`src/continuous_batch_token_scheduler_unit_assert.svh`:
```
// assertion macros for the token scheduler
`ifndef CONTINUOUS_BATCH_TOKEN_SCHEDULER_UNIT_ASSERT_SVH
`define CONTINUOUS_BATCH_TOKEN_SCHEDULER_UNIT_ASSERT_SVH
`ifndef ASSERT_OFF
`define CBTS_ASSERT(label, clk, rst_n, prop) \
    label: assert property (@(posedge clk) disable iff (!rst_n) prop) \
        else $error("assertion failed");
`define CBTS_ASSERT_NEXT(label, clk, rst_n, ante, cons) \
    label: assert property (@(posedge clk) disable iff (!rst_n) (ante) |=> (cons)) \
        else $error("assertion failed");
`else
`define CBTS_ASSERT(label, clk, rst_n, prop)
`define CBTS_ASSERT_NEXT(label, clk, rst_n, ante, cons)
`endif
`endif

```
`src/cbts_ram.sv`:
```
module cbts_ram #(
    parameter int unsigned WIDTH = 32,
    parameter int unsigned DEPTH = 16
) (
    input  logic                     clk,
    input  logic                     we,
    input  logic [$clog2(DEPTH)-1:0] waddr,
    input  logic [WIDTH-1:0]         wdata,
    input  logic [$clog2(DEPTH)-1:0] raddr,
    output logic [WIDTH-1:0]         rdata
);
    logic [WIDTH-1:0] mem [DEPTH];

    always_ff @(posedge clk)
    begin
        if (we)
        begin
            mem[waddr] <= wdata;
        end
        rdata <= mem[raddr];
    end
endmodule

```
`config.mk`:
```
export PLATFORM = sky130hd
export DESIGN_NAME = cbts_ram
export DESIGN_NICKNAME = d
export VERILOG_FILES = /design/src/continuous_batch_token_scheduler_unit_assert.svh /design/src/cbts_ram.sv
export SDC_FILE = /design/constraint.sdc
export NUM_CORES = 1
export LEC_CHECK = 0
export BUFFER_PORTS_ARGS = -buffer_cell sky130_fd_sc_hd__buf_2
export CORE_UTILIZATION = 55
export DETAILED_ROUTE_END_ITERATION = 8
export PLACE_DENSITY = 0.75
export SYNTH_ARGS = -nofsm -noshare
export SYNTH_HDL_FRONTEND = slang
export SYNTH_SLANG_ARGS = --single-unit
```
`constraint.sdc`:
```
create_clock -name clk -period 4.2 [get_ports clk]
set_input_delay 0.84 -clock clk [delete_from_list [all_inputs] [get_ports clk]]
set_output_delay 0.84 -clock clk [all_outputs]
set_load 0.02 [all_outputs]
```
# Word-level counts from Yosys, hierarchy flattened

Memories as Yosys holds them, arrays and structs flattened. A register that Yosys moved wholly into a read port is not among the register bits.
Cells that the tools add are included.
Widths: inputs -> output; s select.

Flip-flop bits (word level): 0
Memory bits (writable): 512
Bits of input ports: 42
Output and inout bits: 32
Word-level logic and storage cells: 3
Memories: 1

Memory list:

| name | depth | bits a word | rd ports | clocked after memory_dff | wr ports | RTL line       | RTL |
|---|---|---|---|---|---|---|---|
| mem  | 16    | 32          | 1        | 1                        | 1        | cbts_ram.sv:12 | `logic [WIDTH-1:0] mem [DEPTH];` |

Multiplexer cells: 2

Operators by type and width:

| operator | count |
|---|---|
| $mux 1   | 2 |

# Longest topological paths before layout

Word-level depth: 2
Gate-level depth with buffers: 5
Depth with buffers taken out: 3

# Least setup slack after synthesis

OpenSTA, ideal clock, no wires.

Path type: in2reg
From: input waddr[2]
To: memory mem[0][0] (enable)
Library setup time: 0.461 ns
Data arrival time: 3.558 ns
Data required time: 3.739 ns
Setup slack: 0.180 ns
Stages on the path: 2
Buffers on the path: 0
Cell sequence: or3b_2 nor3_1

RTL lines:

| what            | RTL line       | RTL |
|---|---|---|
| start, declared | cbts_ram.sv:7  | `input logic [$clog2(DEPTH)-1:0] waddr,` |
| end, declared   | cbts_ram.sv:12 |  |

Straight into the memory's write port.

# Worst setup path in the final report

From: input waddr[2]
To: memory mem[10][5] (enable)

Straight into the memory's write port.

==> run metrics <==
period utilisation layout=0.536; Finish-stage setup viols=0; vias in the first global route=~9400; gpl congestion=0.718; f_max=0.444 GHz; via/cell ratio=6.30; post_cts resized=0; Worst VDD drop=roughly 0.27 mV; critical path data required time=approximately 4.5 ns; number of warnings issued by yosys=0; measured slew at the worst slew-check pin=roughly 1.1 ns; met3 Usage GRT=0.0411; Initial DRC Count=roughly 1000; Setup CP Type=input pin to flop; Worst slew margin=0.233; htree depth=2; Post-synth ARST share=0; sequential area share after synthesis=0.807; Total GRT Usage=0.230; Setup crit start kind=input pin; overall power=0.0110 W; maximum buffer depth of the clock tree=3; layout cell share with drive strength beyond 1=0.326; first-pass GRT wire length=~60 mm; Internal Power=approximately 0.0087 W; CP Max Fanout=20; switching power=0.00230 W; chip height=approximately 190 um; synth unique cells=18; Power Density=slightly below 500 nW/um^2; Worst Skew=between 0.03 and 0.04 ns; fin crit period=roughly 2.3 ns; met1 Track Usage GR=0.313; syn_nets=880; leakage=around 7.3 nW; Port Buffers=73; routed wire length=41.0 mm; # clock sinks=~540; synth top area cells=edfxtp_1, mux4_2, dfxtp_1, a22oi_1, nand2_1; count leader, synth=edfxtp_1; largest net degree at the start of global routing=48; GR Overflow Total=0; post-detail-place hpwl=~20 mm; Fin Setup TNS=0 ns; Core Region=approximately 36000 um^2; Skew-Pair Late Insertion Delay=about 0.57 ns; postcts setup bufs=0; Top Ports=between 70 and 80; met2 Use GR=0.383; Post-synth EDFFs=512; Die X=192 um; Seq cells post-synth=approximately 540; status=complete, no violations; Synth area leader=edfxtp_1; CTS Buf Count=52; Sw Ratio=0.209; number of remaining DRC errors=0; Critical Path AT=between 2 and 3 ns; Routed WL per cell=between 20 and 30 um; Clock transition at path regs=around 0.070 ns; drt first pass iters=5; synthesized area=19900 um^2; Mapped Cells=~840; CTS tree=done; vias=just over 9000; GR peak layer=met2; synth cell count leaders=edfxtp_1, mux4_2, a22oi_1; Routed Antenna Nets=0; die area=around 37000 um^2; CTS root buf=clkbuf_16; share of the synthesized area in the top cell type=0.774; FP Rows=between 60 and 70; Hold Vio Cnt, Final=0; Final #Nets=slightly below 1000; Final Max Slew Viols=0; initial antenna violation count=1; Area Overhead vs Synth=13.7%; type of the most critical hold path=input pin to flop; Max Cap Violations=0; post-cts hold buffer count=0; Initial Util=0.558; Comb power frac=0.051; Seq pwr share=0.555; Top FF cell, synth=edfxtp_1; RSZ-0062 raised after global routing=no; CP endpoint kind=flop; Mean Syn Cell Area=between 20 and 25 um^2; Clock power frac=0.394
through the flow:
step	std cells	hold WS [ns]	area, um^2	utilization	worst slack [ns]
2_1_floorplan	838	0.635	19900	-	0.180
3_3_place_gp	1354	0.647	21000	0.590	1.38
3_5_place_dp	1354	0.654	21000	0.590	1.35
4_1_cts	1451	0.620	22600	0.634	1.94
5_1_grt	1452	0.626	22600	0.634	1.90
6_report	1452	0.641	22600	0.634	1.95
flip-flops by register name, indices dropped and copies added (netlist names):
signal  count
rdata      32
mem       512
power groups by stage:
stage,clock [W],sequential (W),combinational (W)
floorplan,0,0.00626,0.000291
global placement,0,0.00622,0.000554
detailed placement,0,0.00622,0.000565
CTS,0.00441,0.00611,0.000568
global route,0.00459,0.00612,0.000601
finish,0.00434,0.00611,0.000563
placed cells by master (no fill, tap or decap), types with 2 or more instances in the layout:
cell type / netlist / routed
a22oi_1: 64 / 64
buf_12: 0 / 6
buf_2: 4 / 71
buf_4: 11 / 20
clkbuf_1: 17 / 11
clkbuf_16: 0 / 53
clkbuf_8: 0 / 3
clkinv_1: 0 / 10
clkinv_2: 0 / 13
clkinvlp_4: 0 / 4
dfxtp_1: 32 / 32
edfxtp_1: 512 / 512
inv_6: 0 / 2
mux4_2: 128 / 128
nand2_1: 33 / 33
nand2b_1: 2 / 2
nand3b_1: 2 / 2
nor2_4: 0 / 13
nor2b_4: 0 / 2
nor3_2: 0 / 4
metal layers:
layer / part of all wire / wire, um
met1: 0.39 / 15900
met2: 0.51 / 21000
met5: 0 / 0
met3: 0.079 / 3250
met4: 0.021 / 859
cells by family (layout without fill, tap and decap cells):
group / Yosys count / count (layout) / share of synthesized area
buf+inv: 43 / 195 / 0.0112
flops: 544 / 544 / 0.807
mux: 128 / 128 / 0.145
compound gates: 64 / 64 / 0.0242
other cells: 0 / 1 / 0
simple gates: 59 / 59 / 0.0127
final cells by class:
| cell class | instances | area (um^2) |
|---|---|---|
| sequential | 544 | 16000 |
| antenna | 1 | 2.50 |
| clock inverter | 31 | 189 |
| tap | 461 | 577 |
| fill | 2332 | 13000 |
| clock buffer | 66 | 1400 |
| timing repair buffer | 98 | 639 |
| multi-input combinational | 251 | 3750 |
worst paths after layout:
| kind | start | to | slack, ns | depth (start not counted) |
|---|---|---|---|---|
| worst max-delay path | waddr[2] | mem[10][5] | 1.95 | 4 |
| worst min-delay path | wdata[11] | mem[14][11] | 0.64 | 1 |
| worst max register to register | mem[11][3] | rdata[3] | 2.80 | 3 |
| worst min register to register | mem[6][19] | rdata[19] | 0.66 | 3 |
critical path, cell delays in order:
cell,delay [ns]
buf_2,0.12
nand3b_1,0.37
nor2_4,0.78
buf_4,0.37
(Power assumes the default switching activity.)
